### src/deq_pkg.sv
package deq_pkg;

    localparam int VALUE_W = 32;
    localparam int OCC_W   = 6;

    typedef enum logic [2:0] {
        CMD_PUSH_FRONT = 3'd0,
        CMD_PUSH_BACK  = 3'd1,
        CMD_POP_FRONT  = 3'd2,
        CMD_POP_BACK   = 3'd3,
        CMD_CLEAR      = 3'd4,
        CMD_DELETE     = 3'd5,
        CMD_DUMP_ALL   = 3'd6,
        CMD_DUMP_FIRST = 3'd7
    } cmd_t;

    typedef enum logic [1:0] {
        ST_OK    = 2'd0,
        ST_FULL  = 2'd1,
        ST_EMPTY = 2'd2
    } status_t;

    typedef enum logic [2:0] {
        S_IDLE,
        S_SINGLE,
        S_POP,
        S_SCAN,
        S_SHIFT,
        S_DUMP
    } state_t;

    typedef struct packed {
        cmd_t                       command;
        logic signed [VALUE_W-1:0]  operand;
    } deq_in_t;

    typedef struct packed {
        logic signed [VALUE_W-1:0]  item_value;
        logic                       item_valid;
        logic                       last_of_run;
        status_t                    status;
        logic [OCC_W-1:0]           occupancy;
    } deq_out_t;

endpackage

### src/deq_ram.sv
module deq_ram #(
    parameter int WIDTH = 32,
    parameter int DEPTH = 32
) (
    input  logic                                  clk,
    input  logic                                  we,
    input  logic [((DEPTH > 1) ? $clog2(DEPTH) : 1)-1:0] waddr,
    input  logic [WIDTH-1:0]                      wdata,
    input  logic [((DEPTH > 1) ? $clog2(DEPTH) : 1)-1:0] raddr,
    output logic [WIDTH-1:0]                      rdata
);

    logic [WIDTH-1:0] mem [DEPTH];

    always_ff @(posedge clk) begin
        if (we) begin
            mem[waddr] <= wdata;
        end
        rdata <= mem[raddr];
    end

endmodule

### src/deque_with_value_delete_unit.sv
// Bounded double-ended list of signed 32-bit words held in a circular RAM of
// LIST_DEPTH entries. One item is taken at a time; s_ready is high only while
// the sequencer is idle. Delete by value scans from the front one entry per
// cycle and then closes the gap one entry per cycle. A dump emits one result
// per cycle while m_ready does not stall the output. The single RAM read port,
// stepped once a cycle by the sequencer, sets this pace.
module deque_with_value_delete_unit import deq_pkg::*; #(
    parameter int LIST_DEPTH = 32
) (
    input  logic     aclk,
    input  logic     aresetn,
    input  logic     s_valid,
    output logic     s_ready,
    input  deq_in_t  s_item,
    output logic     m_valid,
    input  logic     m_ready,
    output deq_out_t m_item
);

    localparam int IW = (LIST_DEPTH > 1) ? $clog2(LIST_DEPTH) : 1;
    localparam int CW = $clog2(LIST_DEPTH + 1);
    localparam int SW = CW + 1;

    state_t                    state_reg, state_next;
    cmd_t                      cmd_reg, cmd_next;
    logic signed [VALUE_W-1:0] opnd_reg, opnd_next;
    logic [IW-1:0]             front_reg, front_next;
    logic [CW-1:0]             count_reg, count_next;
    logic [CW-1:0]             off_reg, off_next;
    logic [CW-1:0]             n_reg, n_next;
    logic [IW-1:0]             slot_reg;
    logic [IW-1:0]             hole_reg, hole_next;
    logic                      m_valid_reg, m_valid_next;
    deq_out_t                  m_item_reg, m_item_next;

    logic                      out_free;
    logic                      emit;
    deq_out_t                  res;
    logic                      ram_we;
    logic [IW-1:0]             ram_waddr;
    logic [VALUE_W-1:0]        ram_wdata;
    logic [IW-1:0]             ram_raddr;
    logic [VALUE_W-1:0]        ram_rdata;
    logic [31:0]               count_wide;

    function automatic logic [IW-1:0] wrap_idx(input logic [IW-1:0] base,
                                               input logic [CW-1:0] off);
        logic [SW-1:0] sum;
        sum = SW'(base) + SW'(off);
        if (sum >= SW'(LIST_DEPTH)) begin
            sum = sum - SW'(LIST_DEPTH);
        end
        return sum[IW-1:0];
    endfunction

    assign out_free   = !m_valid_reg || m_ready;
    assign s_ready    = (state_reg == S_IDLE);
    assign m_valid    = m_valid_reg;
    assign m_item     = m_item_reg;
    assign count_wide = 32'(count_reg);

    deq_ram #(
        .WIDTH (VALUE_W),
        .DEPTH (LIST_DEPTH)
    ) u_ram (
        .clk   (aclk),
        .we    (ram_we),
        .waddr (ram_waddr),
        .wdata (ram_wdata),
        .raddr (ram_raddr),
        .rdata (ram_rdata)
    );

    // next state
    always_comb begin
        state_next = state_reg;
        case (state_reg)
            S_IDLE: begin
                if (s_valid) begin
                    case (s_item.command)
                        CMD_POP_FRONT, CMD_POP_BACK: state_next = S_POP;
                        CMD_DELETE:                  state_next = S_SCAN;
                        CMD_DUMP_ALL, CMD_DUMP_FIRST: state_next = S_DUMP;
                        default:                     state_next = S_SINGLE;
                    endcase
                end
            end
            S_SINGLE, S_POP: begin
                if (out_free) begin
                    state_next = S_IDLE;
                end
            end
            S_SCAN: begin
                if (off_reg >= count_reg) begin
                    if (out_free) begin
                        state_next = S_IDLE;
                    end
                end else if (ram_rdata == opnd_reg) begin
                    state_next = S_SHIFT;
                end
            end
            S_SHIFT: begin
                if (off_reg >= count_reg && out_free) begin
                    state_next = S_IDLE;
                end
            end
            S_DUMP: begin
                if (out_free && (n_reg == '0 || (off_reg + CW'(1)) == n_reg)) begin
                    state_next = S_IDLE;
                end
            end
            default: state_next = S_IDLE;
        endcase
    end

    // datapath and outputs
    always_comb begin
        cmd_next     = cmd_reg;
        opnd_next    = opnd_reg;
        front_next   = front_reg;
        count_next   = count_reg;
        off_next     = off_reg;
        n_next       = n_reg;
        hole_next    = hole_reg;
        ram_we       = 1'b0;
        ram_waddr    = hole_reg;
        ram_wdata    = ram_rdata;
        emit         = 1'b0;
        res          = '0;
        res.last_of_run = 1'b1;
        res.status   = ST_OK;
        m_valid_next = m_valid_reg && !m_ready;
        m_item_next  = m_item_reg;

        case (state_reg)
            S_IDLE: begin
                if (s_valid) begin
                    cmd_next  = s_item.command;
                    opnd_next = s_item.operand;
                    off_next  = '0;
                    if (s_item.command == CMD_POP_BACK && count_reg != '0) begin
                        off_next = count_reg - CW'(1);
                    end
                    n_next = count_reg;
                    if (s_item.command == CMD_DUMP_FIRST) begin
                        if (s_item.operand[VALUE_W-1] || s_item.operand == '0) begin
                            n_next = '0;
                        end else if (32'(s_item.operand) < count_wide) begin
                            n_next = s_item.operand[CW-1:0];
                        end
                    end
                end
            end
            S_SINGLE: begin
                if (out_free) begin
                    emit = 1'b1;
                    if (cmd_reg == CMD_CLEAR) begin
                        front_next = '0;
                        count_next = '0;
                    end else if (count_reg == CW'(LIST_DEPTH)) begin
                        res.status = ST_FULL;
                    end else begin
                        ram_we    = 1'b1;
                        ram_wdata = opnd_reg;
                        if (cmd_reg == CMD_PUSH_FRONT) begin
                            front_next = (front_reg == '0) ? IW'(LIST_DEPTH - 1)
                                                           : front_reg - IW'(1);
                            ram_waddr  = front_next;
                        end else begin
                            ram_waddr = wrap_idx(front_reg, count_reg);
                        end
                        count_next = count_reg + CW'(1);
                    end
                end
            end
            S_POP: begin
                if (out_free) begin
                    emit = 1'b1;
                    if (count_reg == '0) begin
                        res.status = ST_EMPTY;
                    end else begin
                        res.item_value = ram_rdata;
                        res.item_valid = 1'b1;
                        if (cmd_reg == CMD_POP_FRONT) begin
                            front_next = wrap_idx(front_reg, CW'(1));
                        end
                        count_next = count_reg - CW'(1);
                    end
                end
            end
            S_SCAN: begin
                if (off_reg >= count_reg) begin
                    if (out_free) begin
                        emit       = 1'b1;
                        res.status = ST_EMPTY;
                    end
                end else begin
                    if (ram_rdata == opnd_reg) begin
                        hole_next = slot_reg;
                    end
                    off_next = off_reg + CW'(1);
                end
            end
            S_SHIFT: begin
                if (off_reg >= count_reg) begin
                    if (out_free) begin
                        emit           = 1'b1;
                        res.item_value = opnd_reg;
                        res.item_valid = 1'b1;
                        count_next     = count_reg - CW'(1);
                    end
                end else begin
                    // move the entry one place toward the front
                    ram_we    = 1'b1;
                    hole_next = slot_reg;
                    off_next  = off_reg + CW'(1);
                end
            end
            S_DUMP: begin
                if (out_free) begin
                    emit = 1'b1;
                    if (n_reg == '0) begin
                        res.status = ST_EMPTY;
                    end else begin
                        res.item_value  = ram_rdata;
                        res.item_valid  = 1'b1;
                        res.last_of_run = ((off_reg + CW'(1)) == n_reg);
                        off_next        = off_reg + CW'(1);
                    end
                end
            end
            default: begin
            end
        endcase

        res.occupancy = OCC_W'(count_next);
        if (emit) begin
            m_valid_next = 1'b1;
            m_item_next  = res;
        end
        ram_raddr = wrap_idx(front_next, off_next);
    end

    always_ff @(posedge aclk) begin
        if (!aresetn) begin
            state_reg   <= S_IDLE;
            front_reg   <= '0;
            count_reg   <= '0;
            m_valid_reg <= 1'b0;
        end else begin
            state_reg   <= state_next;
            front_reg   <= front_next;
            count_reg   <= count_next;
            m_valid_reg <= m_valid_next;
        end
    end

    always_ff @(posedge aclk) begin
        cmd_reg    <= cmd_next;
        opnd_reg   <= opnd_next;
        off_reg    <= off_next;
        n_reg      <= n_next;
        slot_reg   <= ram_raddr;
        hole_reg   <= hole_next;
        m_item_reg <= m_item_next;
    end

endmodule

### config.mk
export PLATFORM = sky130hd
export DESIGN_NAME = deque_with_value_delete_unit
export DESIGN_NICKNAME = d
export VERILOG_FILES = /design/src/deq_pkg.sv /design/src/deq_ram.sv /design/src/deque_with_value_delete_unit.sv
export SDC_FILE = /design/constraint.sdc
export NUM_CORES = 1
export LEC_CHECK = 0
export ABC_AREA = 0
export BUFFER_PORTS_ARGS = -buffer_cell sky130_fd_sc_hd__buf_2
export CORE_MARGIN = 2
export CORE_UTILIZATION = 25
export CTS_CLUSTER_SIZE = 30
export DETAILED_ROUTE_END_ITERATION = 12
export PLACE_DENSITY_LB_ADDON = 0.15
export SYNTH_ARGS = -nofsm -noshare
export SYNTH_HDL_FRONTEND = slang
export SYNTH_SLANG_ARGS = --single-unit
export TNS_END_PERCENT = 20
### constraint.sdc
create_clock -name aclk -period 8.6 [get_ports aclk]
set_clock_uncertainty 0.1 [all_clocks]
set_input_delay 1.29 -clock aclk [delete_from_list [all_inputs] [get_ports aclk]]
set_output_delay 1.29 -clock aclk [all_outputs]
set_load 0.02 [all_outputs]
==> impl_metrics.sql, run 1 <==
INSERT INTO impl_metrics (metric_group, metric, value, unit) VALUES
('finish', 'fillers', '17900', ''),
('worst_setup_path', 'reg2reg_depth', '14', ''),
('worst_setup_path', 'worst_ep_arrival_time', '7.52', 'ns'),
('worst_setup_path', 'cp_slowest_stage_delay', '1.40', 'ns'),
('pwr', 'max-vdd-ir-drop', '254', 'uV'),
('clock_tree', 'cts_post_setup_buffers_inserted', '0', ''),
('drt', 'final_antenna_net_count', '0', ''),
('finish', 'final_cell_count_no_fill', '4954', ''),
('drt', 'dr_total_vias', '23200', ''),
('hold_path', 'hold_path_depth', '0', ''),
('worst_setup_path', 'worst_r2r_startpoint', 'count_reg[2]$_SDFF_PN0_', ''),
('floorplan', 'rows', '157', ''),
('clock_tree', 'clock-sinks', '1170', ''),
('drt', 'routed_wirelength', '146', 'mm'),
('synth', 'synth_fp_nets', '2269', ''),
('floorplan', 'core', '183000', 'um2'),
('worst_setup_path', 'crit-reg2reg-capture', 'u_ram.rdata[13]$_DFF_P_', ''),
('pwr', 'power.density', '383', 'nW/um2'),
('global_routing', 'first_pass_grt_wire_length', '201', 'mm'),
('synth', 'simple_gate_portion_of_the_synthesized_area', '0.0316', ''),
('global_routing', 'grt_overflow', '0', ''),
('synth', 'synth-compound-area-share', '0.0253', ''),
('drt', 'detail_route.vias_per_cell', '4.67', ''),
('finish', 'multi_input_comb_area', '11500', 'um2'),
('clock_tree', 'cts_hold_buffers', '0', ''),
('synth', 'edff_count_synth', '1113', ''),
('clock_tree', 'ctsHtreeMaxLevel', '4', ''),
('worst_setup_path', 'worst-setup-path-type', 'reg2reg', ''),
('timing', 'rsz0062_at_grt', 'false', ''),
('clock_tree', 'ctsLongestPathBuffers', '3', ''),
('global_routing', 'antenna_found_initial', '4', ''),
('synth', 'post_synth_mux_area_share', '0.166', ''),
('place', 'portBuffers', '82', ''),
('timing', 'timing_hold_violations_final', '0', ''),
('worst_setup_path', 'start_kind', 'register', ''),
('synth', 'yosysUniqueCellTypes', '71', ''),
('clock_tree', 'ctsRootBufferMaster', 'sky130_fd_sc_hd__clkbuf_16', ''),
('finish', 'fraction_of_layout_cells_with_a_size_suffix_above_1', '0.296', ''),
('synth', 'synth-async-reset-ratio', '0', ''),
('timing', 'post-route-min-period', '6.98', 'ns'),
('floorplan', 'die-height', '434', 'um'),
('synth', 'synth_adder_area_share', '0.00736', ''),
('synth', 'ys_seq_elements', '1170', ''),
('synth', 'yosys.area.top_type_share', '0.723', ''),
('outcome', 'outcome', 'finished, final reports clean', ''),
('finish', 'seq_area', '34600', 'um2'),
('timing', 'slew_viol_final', '0', ''),
('synth', 'ys.flop_type', 'sky130_fd_sc_hd__edfxtp_1', ''),
('finish', 'syn_to_final_growth', '17.6', '%'),
('worst_setup_path', 'cp_data_required_time', '9.15', 'ns'),
('worst_setup_path', 'path_cells', 'inv_1 > ha_1 > a21o_1 > a31oi_1 > o21ai_1 > a21oi_1 > nor2_1 > o221ai_1 > ha_4 > fa_4 > buf_12 > mux4_2 > mux4_2 > mux2_4', ''),
('synth', 'post-synth-top-count-cell', 'sky130_fd_sc_hd__edfxtp_1', ''),
('timing', 'setup-tns-final', '0', 'ns'),
('floorplan', 'floorplan.initialDensity', '0.252', ''),
('synth', 'synth_sequential_area_ratio', '0.747', ''),
('finish', 'largest_register_ff_count', '1024', ''),
('synth', 'synth.cell_area', '46300', 'um2'),
('hold_path', 'hold_path_class', 'reg2reg', ''),
('clock_tree', 'cts_repair_resize_count', '0', ''),
('floorplan', 'die_width', '434', 'um'),
('floorplan', 'ioPinCount', '83', ''),
('global_routing', 'grt_pass1_vias', '24100', ''),
('synth', 'syn-mean-instance-area', '21.0', 'um2'),
('worst_setup_path', 'critical_path.most_common_cell', 'sky130_fd_sc_hd__mux4_2', ''),
('timing', 'report.final.setup_viol', '0', ''),
('worst_setup_path', 'slowest_stage', 'sky130_fd_sc_hd__fa_4', ''),
('clock_tree', 'tritoncts', 'done', ''),
('global_routing', 'grtUsageTotal', '0.155', ''),
('drt', 'drc', '0', ''),
('synth', 'synth_top_area_cell', 'sky130_fd_sc_hd__edfxtp_1', ''),
('clock_tree', 'total_cts_buffers', '135', '');
==> power by group <==
| group | leakage (nW) | total, W | internal (W) | switching (W) |
|---|---|---|---|---|
| Clock | 2.06 | 0.00554 | 0.00318 | 0.00237 |
| Combinational | 4.18 | 0.00692 | 0.00285 | 0.00407 |
| Sequential | 10.6 | 0.00835 | 0.00800 | 0.000349 |
| Total | 16.8 | 0.0208 | 0.0140 | 0.00679 |
==> worst max-delay path by stage <==
stage	startpoint	to	depth (start not counted)
floorplan	s_valid	u_ram.rdata[14]$_DFF_P_	11
global placement	count_reg[2]$_SDFF_PN0_	u_ram.rdata[16]$_DFF_P_	14
detailed placement	count_reg[2]$_SDFF_PN0_	u_ram.rdata[16]$_DFF_P_	14
finish	count_reg[2]$_SDFF_PN0_	u_ram.rdata[13]$_DFF_P_	14
CTS	count_reg[2]$_SDFF_PN0_	u_ram.rdata[27]$_DFF_P_	14
global route	count_reg[2]$_SDFF_PN0_	u_ram.rdata[16]$_DFF_P_	14
==> layout make-up <==
class	count	area share
well taps	2464	0.0567
inverters	17	0.00117
clock buffers	182	0.0668
multi-input cells	913	0.211
flip-flops and latches	1170	0.635
repair buffers	141	0.0178
diodes	3	0.000138
clock inverters	64	0.0108
==> cells by family (layout without fill, tap and decap cells) <==
| logic type | after synthesis | count (layout) |
|---|---|---|
| flops | 1170 | 1170 |
| mux | 353 | 353 |
| simple gates | 314 | 314 |
| compound gates | 164 | 164 |
| buf+inv | 121 | 404 |
| xor+xnor | 56 | 56 |
| fa+ha+maj | 26 | 26 |
| other cells | 0 | 3 |
==> layout by cell type, fill, tap and decap left out, types with 9 or more instances in the layout <==
master                      synthesis  final
sky130_fd_sc_hd__o21ai_0           27     27
sky130_fd_sc_hd__dfxtp_1           57     57
sky130_fd_sc_hd__ha_1              24     23
sky130_fd_sc_hd__edfxtp_1        1113   1113
sky130_fd_sc_hd__nor2_4             0     34
sky130_fd_sc_hd__clkinv_1           0     23
sky130_fd_sc_hd__clkbuf_1          71     40
sky130_fd_sc_hd__nor4_1            16     15
sky130_fd_sc_hd__xnor2_1           17     16
sky130_fd_sc_hd__inv_1             17     17
sky130_fd_sc_hd__xor2_1            37     36
sky130_fd_sc_hd__a22o_1            38     38
sky130_fd_sc_hd__a21oi_1           33     33
sky130_fd_sc_hd__nand2_1          136    136
sky130_fd_sc_hd__clkbuf_16          0    136
sky130_fd_sc_hd__buf_4              0     50
sky130_fd_sc_hd__clkinv_2           0     17
sky130_fd_sc_hd__buf_12             3      9
sky130_fd_sc_hd__mux4_2           320    320
sky130_fd_sc_hd__a21o_1            11     11
sky130_fd_sc_hd__nor2_1            65     31
sky130_fd_sc_hd__and2_1            13     12
sky130_fd_sc_hd__mux2_4            29     29
sky130_fd_sc_hd__nand2b_1          10     10
sky130_fd_sc_hd__nor3_1            18     17
sky130_fd_sc_hd__nand3_1           17     16
sky130_fd_sc_hd__buf_2              6     82
==> stage by stage <==
| stage | worst slack, ns | power (W) | util | hold WS (ns) | instance area (um2) |
|---|---|---|---|---|---|
| 2_1_floorplan | 2.98 | 0.0131 | - | 0.286 | 46300 |
| 3_3_place_gp | 1.62 | 0.0154 | 0.273 | 0.290 | 50200 |
| 3_5_place_dp | 1.69 | 0.0155 | 0.273 | 0.289 | 50200 |
| 4_1_cts | 1.70 | 0.0211 | 0.297 | 0.299 | 54400 |
| 5_1_grt | 1.33 | 0.0218 | 0.297 | 0.302 | 54400 |
| 6_report | 1.62 | 0.0208 | 0.297 | 0.299 | 54400 |
==> worst max-delay path: cells and delay by family, from the launching register on <==
| family | cells | cell delay [ns] |
|---|---|---|
| muxes | 3 | 1.17 |
| buffers and inverters | 2 | 0.78 |
| AOI/OAI and AO/OA | 5 | 1.43 |
| DFF | 1 | 0.73 |
| and+or+nand+nor | 1 | 0.42 |
| adders and majority gates | 3 | 2.02 |
==> layer usage <==
metal / GRT usage / share of wire / up-vias
li1: - / - / 9542
met1: 0.204 / 0.43 / 12800
met2: 0.265 / 0.51 / 645
met3: 0.0263 / 0.043 / 174
met4: 0.0369 / 0.019 / 0
met5: 0 / 0 / -
Note: power is estimated with default switching activity, not from simulation.
==> inputs of run 2 (changes only) <==
- clock period: 8.6 -> 6.35 ns (I/O delays scaled with it)
==> run 2 against run 1 <==
Against the previous run: core utilization rose by 0.37 points; routed wire length is 1.7% lower; die area unchanged; critical endpoint is now u_ram.rdata[27]$_DFF_P_; critical path depth is the same.
==> impl_metrics.sql, run 2 (synthesis results as in run 1) <==
INSERT INTO impl_metrics (metric_group, metric, value, unit) VALUES
('worst_setup_path', 'start_kind', 'register', ''),
('worst_setup_path', 'critical_path.most_common_cell', 'sky130_fd_sc_hd__mux4_2', ''),
('global_routing', 'grt_pass1_vias', '24000', ''),
('pwr', 'p_seq_frac', '0.393', ''),
('worst_setup_path', 'worst-setup-path-type', 'reg2reg', ''),
('timing', 'timing_hold_violations_final', '0', ''),
('pwr', 'netSwitchingFraction', '0.322', ''),
('finish', 'finalInstanceArea', '55100', 'um2'),
('place', 'gp_congestion', '0.801', ''),
('pwr', 'power.leakage', '17.0', 'nW'),
('pwr', 'max-vdd-ir-drop', '332', 'uV'),
('worst_setup_path', 'crit-reg2reg-capture', 'u_ram.rdata[27]$_DFF_P_', ''),
('worst_setup_path', 'critPathCapture', 'u_ram.rdata[27]$_DFF_P_', ''),
('timing', 'max_slew_margin', '0.219', ''),
('pwr', 'combinationalPowerShare', '0.339', ''),
('drt', 'drc', '0', ''),
('floorplan', 'core', '183000', 'um2'),
('floorplan', 'ioPinCount', '83', ''),
('hold_path', 'hold_path_class', 'reg2reg', ''),
('finish', 'largest_register_ff_count', '1024', ''),
('timing', 'report.final.setup_viol', '0', ''),
('drt', 'avgRoutedWirePerCell', '28.9', 'um'),
('place', 'dp.cells', '4723', ''),
('outcome', 'outcome', 'finished, final reports clean', ''),
('finish', 'multi_input_comb_area', '11500', 'um2'),
('worst_setup_path', 'reg2reg_depth', '14', ''),
('worst_setup_path', 'slowest_stage', 'sky130_fd_sc_hd__fa_4', ''),
('worst_setup_path', 'critical_path.endpoint_type', 'register', ''),
('floorplan', 'die-height', '434', 'um'),
('clock_tree', 'ctsRootBufferMaster', 'sky130_fd_sc_hd__clkbuf_16', ''),
('clock_tree', 'cts_repair_resize_count', '0', ''),
('finish', 'seq_area', '34600', 'um2'),
('place', 'portBuffers', '82', ''),
('finish', 'finalCoreUtilization', '0.300', ''),
('flow_run', 'timing.max_cap.violations', '0', ''),
('timing', 'post-route-min-period', '5.69', 'ns'),
('floorplan', 'floorplan.initialDensity', '0.252', ''),
('timing', 'setup-tns-final', '0', 'ns'),
('timing', 'slew_viol_final', '0', ''),
('timing', 'worst_pin_slew', '1.17', 'ns'),
('finish', 'finalNetCount', '2460', ''),
('drt', 'detail_route.vias_per_cell', '4.67', ''),
('global_routing', 'grt_overflow', '0', ''),
('drt', 'routed_wirelength', '144', 'mm'),
('place', 'detailedPlacementHpwl', '79.8', 'mm'),
('hold_path', 'holdCritStartpoint', 'slot_reg[3]$_DFF_P_', ''),
('finish', 'fillers', '17800', ''),
('finish', 'final_cell_count_no_fill', '4966', ''),
('clock_tree', 'clk-insertion-delay-late', '0.76', 'ns'),
('worst_setup_path', 'crit_start', 'count_reg[2]$_SDFF_PN0_', ''),
('worst_setup_path', 'worst_ep_arrival_time', '6.23', 'ns'),
('finish', 'syn_to_final_growth', '19.1', '%'),
('place', 'placed_cell_area', '50700', 'um2'),
('worst_setup_path', 'crit_path_max_fanout', '58', ''),
('worst_setup_path', 'reg2reg_setup_slack', '0.66', 'ns'),
('finish', 'fraction_of_layout_cells_with_a_size_suffix_above_1', '0.303', ''),
('floorplan', 'fp.dieArea', '188000', 'um2'),
('timing', 'rsz0062_at_grt', 'false', ''),
('global_routing', 'first_pass_grt_wire_length', '197', 'mm'),
('global_routing', 'grtUsageTotal', '0.152', ''),
('clock_tree', 'cts_hold_buffers', '0', ''),
('drt', 'final_antenna_net_count', '0', ''),
('drt', 'dr_total_vias', '23200', ''),
('floorplan', 'die_width', '434', 'um'),
('clock_tree', 'ctsLongestPathBuffers', '3', ''),
('worst_setup_path', 'path_cells', 'inv_1 > ha_1 > a21o_1 > a31oi_1 > o21a_1 > a21oi_1 > nand2_1 > o221ai_1 > ha_4 > fa_4 > buf_12 > mux4_2 > mux4_2 > mux2_4', ''),
('clock_tree', 'clk_pin_slew', '0.06', 'ns'),
('timing', 'fmax', '176', 'MHz'),
('drt', 'firstDrtPassIters', '5', ''),
('pwr', 'pwr-share-clk', '0.267', ''),
('global_routing', 'antenna_found_initial', '3', ''),
('finish', 'antenna_cells_inserted', '0', ''),
('clock_tree', 'tritoncts', 'done', ''),
('clock_tree', 'cts_post_setup_buffers_inserted', '0', ''),
('worst_setup_path', 'cp_slowest_stage_delay', '1.09', 'ns'),
('finish', 'layout.cells.most_common_list', 'sky130_fd_sc_hd__edfxtp_1, sky130_fd_sc_hd__mux4_2, sky130_fd_sc_hd__clkbuf_16, sky130_fd_sc_hd__nand2_1, sky130_fd_sc_hd__buf_2', ''),
('clock_tree', 'clock-sinks', '1170', ''),
('timing', 'post-route-period-util', '0.896', ''),
('global_routing', 'grt_max_degree', '59', ''),
('pwr', 'power.density', '519', 'nW/um2'),
('worst_setup_path', 'worst_r2r_startpoint', 'count_reg[2]$_SDFF_PN0_', ''),
('clock_tree', 'ctsHtreeMaxLevel', '4', ''),
('pwr', 'internal_power', '0.0194', 'W'),
('floorplan', 'rows', '157', ''),
('clock_tree', 'total_cts_buffers', '134', ''),
('finish', 'final_common_cell', 'sky130_fd_sc_hd__edfxtp_1', ''),
('drt', 'first_iter_violations', '2518', ''),
('worst_setup_path', 'cp_data_required_time', '6.89', 'ns'),
('pwr', 'power_switching', '0.00921', 'W');
[run 2: cell types whose count changed in the layout (fill, tap and decap cells not counted), sizes merged]
cell | previous run | this run
inv | 29 | 23
buf | 141 | 159
clkinvlp | 2 | 3
clkbuf | 182 | 187
diode | 3 | 0
bufinv | 6 | 9
clkinv | 44 | 38
[run 2: power by group through the flow]
stage                     sequential, W  clock (W)  combinational (W)
final                            0.0113    0.00765            0.00971
after global routing             0.0113    0.00813             0.0105
after CTS                        0.0113    0.00787            0.00998
after detailed placement         0.0114          0            0.00995
after global placement           0.0114          0            0.00975
after floorplan                  0.0114          0            0.00639
[run 2: metal layers]
layer | GRT usage | routed length [um] | part of all wire | vias up
met1 | 0.202 | 62400 | 0.43 | 12700
met4 | 0.0381 | 2990 | 0.021 | 0
met5 | 0 | 0 | 0 | -
met2 | 0.260 | 72500 | 0.50 | 666
met3 | 0.0223 | 5790 | 0.040 | 178
li1 | - | - | - | 9586
[run 2: how the worst min path moves through the flow]
| stage | endpoint | slack (ns) | cells after the start |
|---|---|---|---|
| floorplan | hole_reg[0]$_DFFE_PP_ | 0.29 | 0 |
| global placement | hole_reg[2]$_DFFE_PP_ | 0.29 | 0 |
| detailed placement | hole_reg[1]$_DFFE_PP_ | 0.29 | 0 |
| CTS | opnd_reg[25]$_DFFE_PP_ | 0.21 | 1 |
| global route | opnd_reg[25]$_DFFE_PP_ | 0.24 | 1 |
| finish | hole_reg[3]$_DFFE_PP_ | 0.29 | 0 |
[run 2: stage by stage]
stage                     hold WS, ns  power [W]  setup WS, ns
after floorplan                 0.286     0.0177         0.908
after global placement          0.287     0.0211         0.785
after detailed placement        0.289     0.0214         0.721
after CTS                       0.211     0.0291         0.698
after global routing            0.236     0.0299         0.415
final                           0.287     0.0286         0.660
[run 2: final cells by class]
class                      count  share of cell area
clock buffer                 187              0.0677
inverter                      17             0.00116
timing repair buffer         159              0.0273
multi-input combinational    913               0.209
tap                         2464              0.0560
sequential                  1170               0.627
clock inverter                56              0.0117
[run 2: critical path: cells and delay by family (launching register included)]
family | cells | cell delay (ns)
adders and majority gates | 3 | 1.71
AOI/OAI and AO/OA | 5 | 1.18
muxes | 3 | 1.17
DFF | 1 | 0.61
buffers and inverters | 2 | 0.58
and+or+nand+nor | 1 | 0.11
==> inputs of run 3 (changes only) <==
- RECOVER_POWER: not set -> 25
- TNS_END_PERCENT: 20 -> 5
==> run 3 against run 2 <==
Against the previous run: the flow now finishes with violations (capacitance limit, slew limit); sequential share of layout area is 0.25 points higher; core utilization decreased by 0.12 points; cell count stayed put; count of clock-buffer cells in the layout unchanged; via count rose by 0.30%; sequential cell count unchanged; routed wire length is essentially flat; sequential power hardly changed; total power is 0.20% lower; register-to-register slack got worse by 0.13 ns; critical path type unchanged.
==> impl_metrics.sql, run 3 (synthesis results as in run 1) <==
INSERT INTO impl_metrics (metric_group, metric, value, unit) VALUES
('clock_tree', 'ctsRootBufferMaster', 'sky130_fd_sc_hd__clkbuf_16', ''),
('pwr', 'max-vdd-ir-drop', '330', 'uV'),
('floorplan', 'die_width', '434', 'um'),
('global_routing', 'grt_max_degree', '59', ''),
('worst_setup_path', 'crit-reg2reg-capture', 'u_ram.mem[12][20]$_DFFE_PP_', ''),
('drt', 'first_iter_violations', '2328', ''),
('drt', 'routed_wirelength', '144', 'mm'),
('drt', 'dr_total_vias', '23200', ''),
('outcome', 'violations', 'capacitance limit, slew limit', ''),
('worst_setup_path', 'reg2reg_depth', '11', ''),
('global_routing', 'grt_overflow', '0', ''),
('finish', 'fraction_of_layout_cells_with_a_size_suffix_above_1', '0.265', ''),
('timing', 'rsz0062_at_grt', 'false', ''),
('finish', 'layout.cells.most_common_list', 'sky130_fd_sc_hd__edfxtp_1, sky130_fd_sc_hd__mux4_2, sky130_fd_sc_hd__clkbuf_16, sky130_fd_sc_hd__nand2_1, sky130_fd_sc_hd__clkbuf_1', ''),
('place', 'dp.cells', '4723', ''),
('hold_path', 'hold-path-endpoint', 'opnd_reg[25]$_DFFE_PP_', ''),
('floorplan', 'fp.dieArea', '188000', 'um2'),
('clock_tree', 'cts_post_setup_buffers_inserted', '0', ''),
('hold_path', 'hold_path_class', 'in2reg', ''),
('flow_run', 'timing.max_cap.violations', '6', ''),
('clock_tree', 'ctsHtreeMaxLevel', '4', ''),
('worst_setup_path', 'crit_path_max_fanout', '35', ''),
('pwr', 'power.leakage', '16.8', 'nW'),
('global_routing', 'first_pass_grt_wire_length', '197', 'mm'),
('finish', 'final_common_cell', 'sky130_fd_sc_hd__edfxtp_1', ''),
('floorplan', 'ioPinCount', '83', ''),
('worst_setup_path', 'start_kind', 'register', ''),
('finish', 'fillers', '17800', ''),
('clock_tree', 'cts_hold_buffers', '0', ''),
('timing', 'post-route-min-period', '5.82', 'ns'),
('place', 'portBuffers', '82', ''),
('worst_setup_path', 'crit_start', 'count_reg[1]$_SDFF_PN0_', ''),
('timing', 'post-route-period-util', '0.916', ''),
('drt', 'detail_route.vias_per_cell', '4.68', ''),
('timing', 'fin_worst_hold_slack', '0.286', 'ns'),
('floorplan', 'die-height', '434', 'um'),
('worst_setup_path', 'reg2reg_setup_slack', '0.53', 'ns'),
('worst_setup_path', 'cp_data_required_time', '6.38', 'ns'),
('finish', 'final_cell_count_no_fill', '4966', ''),
('worst_setup_path', 'worst_r2r_startpoint', 'count_reg[1]$_SDFF_PN0_', ''),
('timing', 'slew_viol_final', '170', ''),
('place', 'gp_congestion', '0.801', ''),
('timing', 'fmax', '172', 'MHz'),
('timing', 'max_slew_margin', '-1.40', ''),
('timing', 'worst_pin_slew', '3.61', 'ns'),
('pwr', 'fin_total_pwr', '0.0286', 'W'),
('floorplan', 'floorplan.initialDensity', '0.252', ''),
('global_routing', 'grtUsageTotal', '0.152', ''),
('place', 'detailedPlacementHpwl', '79.8', 'mm'),
('worst_setup_path', 'critical_path.endpoint_type', 'register', ''),
('finish', 'largest_register_ff_count', '1024', ''),
('finish', 'antenna_cells_inserted', '0', ''),
('worst_setup_path', 'worst-setup-path-type', 'reg2reg', ''),
('floorplan', 'core', '183000', 'um2'),
('drt', 'final_antenna_net_count', '0', ''),
('pwr', 'power.density', '520', 'nW/um2'),
('finish', 'syn_to_final_growth', '18.6', '%'),
('clock_tree', 'total_cts_buffers', '134', ''),
('timing', 'setup-tns-final', '0', 'ns'),
('drt', 'firstDrtPassIters', '5', ''),
('worst_setup_path', 'worst_ep_arrival_time', '5.85', 'ns'),
('outcome', 'outcome', 'finished with violations', ''),
('hold_path', 'hold_path_depth', '1', ''),
('drt', 'avgRoutedWirePerCell', '28.9', 'um'),
('clock_tree', 'clk-insertion-delay-late', '0.77', 'ns'),
('clock_tree', 'clock-sinks', '1170', ''),
('timing', 'report.final.setup_viol', '0', ''),
('clock_tree', 'cts_repair_resize_count', '0', ''),
('hold_path', 'holdCritStartpoint', 's_item[25]', ''),
('global_routing', 'antenna_found_initial', '3', ''),
('clock_tree', 'ctsLongestPathBuffers', '3', ''),
('finish', 'finalNetCount', '2460', ''),
('clock_tree', 'clk_pin_slew', '0.06', 'ns'),
('floorplan', 'rows', '157', ''),
('finish', 'finalCoreUtilization', '0.299', ''),
('timing', 'timing_hold_violations_final', '0', ''),
('global_routing', 'grt_pass1_vias', '24000', ''),
('drt', 'drc', '0', ''),
('clock_tree', 'tritoncts', 'done', '');
==> run 3: changes by cell type in the layout (fill, tap and decap cells not counted), moves of 7 or more <==
cell and delta:
sky130_fd_sc_hd__nor2_4 -7, sky130_fd_sc_hd__nor2_1 +7, sky130_fd_sc_hd__clkbuf_1 +82, sky130_fd_sc_hd__and2_1 -7
sky130_fd_sc_hd__and2_0 +7, sky130_fd_sc_hd__buf_2 -78
==> run 3: through the flow <==
stage	worst slack (ns)	cell area, um2
floorplan	0.908	46300
global placement	0.785	50700
detailed placement	0.721	50700
CTS	0.698	55100
global route	0.279	54900
finish	0.534	54900
==> run 3: worst max-delay path, cell delays in order (launching register included) <==
cell	delay, ns
sky130_fd_sc_hd__dfxtp_1	0.41
sky130_fd_sc_hd__inv_1	0.24
sky130_fd_sc_hd__ha_1	0.33
sky130_fd_sc_hd__nor4b_4	0.41
sky130_fd_sc_hd__nand2_1	0.32
sky130_fd_sc_hd__nand3_1	0.33
sky130_fd_sc_hd__clkbuf_2	1.23
sky130_fd_sc_hd__nor2_1	0.18
sky130_fd_sc_hd__a32oi_1	0.25
sky130_fd_sc_hd__buf_4	0.32
sky130_fd_sc_hd__nor2_4	0.06
sky130_fd_sc_hd__clkbuf_2	0.94
==> run 3: per-layer routing <==
metal  routed length, um  track usage  up-vias
met5                   0            0        -
met4                3050       0.0381        0
met3                5830       0.0223      180
met2               72400        0.260      670
met1               62500        0.202    12800
li1                    -            -     9579
==> run 3: layout make-up <==
class	instances	area (um2)	share of cell area
Clock buffer	187	3730	0.0679
Tap cell	2464	3080	0.0562
Sequential cell	1170	34600	0.630
Clock inverter	56	644	0.0117
Timing Repair Buffer	159	1370	0.0250
Inverter	17	63.8	0.00116
Multi-Input combinational cell	913	11400	0.208
==> run 3: worst max-delay path by stage <==
stage | cells after the start | slack (ns) | end
final | 11 | 0.53 | u_ram.mem[12][20]$_DFFE_PP_
after global routing | 11 | 0.28 | u_ram.mem[12][12]$_DFFE_PP_
after CTS | 14 | 0.70 | u_ram.rdata[27]$_DFF_P_
after detailed placement | 14 | 0.72 | u_ram.rdata[27]$_DFF_P_
after global placement | 14 | 0.79 | u_ram.rdata[27]$_DFF_P_
after floorplan | 13 | 0.91 | u_ram.rdata[14]$_DFF_P_
==> run 3: power breakdown <==
group,internal [W],switching (W),leakage [nW]
Sequential,0.0108,0.000426,10.6
Clock,0.00450,0.00315,2.12
Combinational,0.00401,0.00562,4.10
Total,0.0194,0.00920,16.8
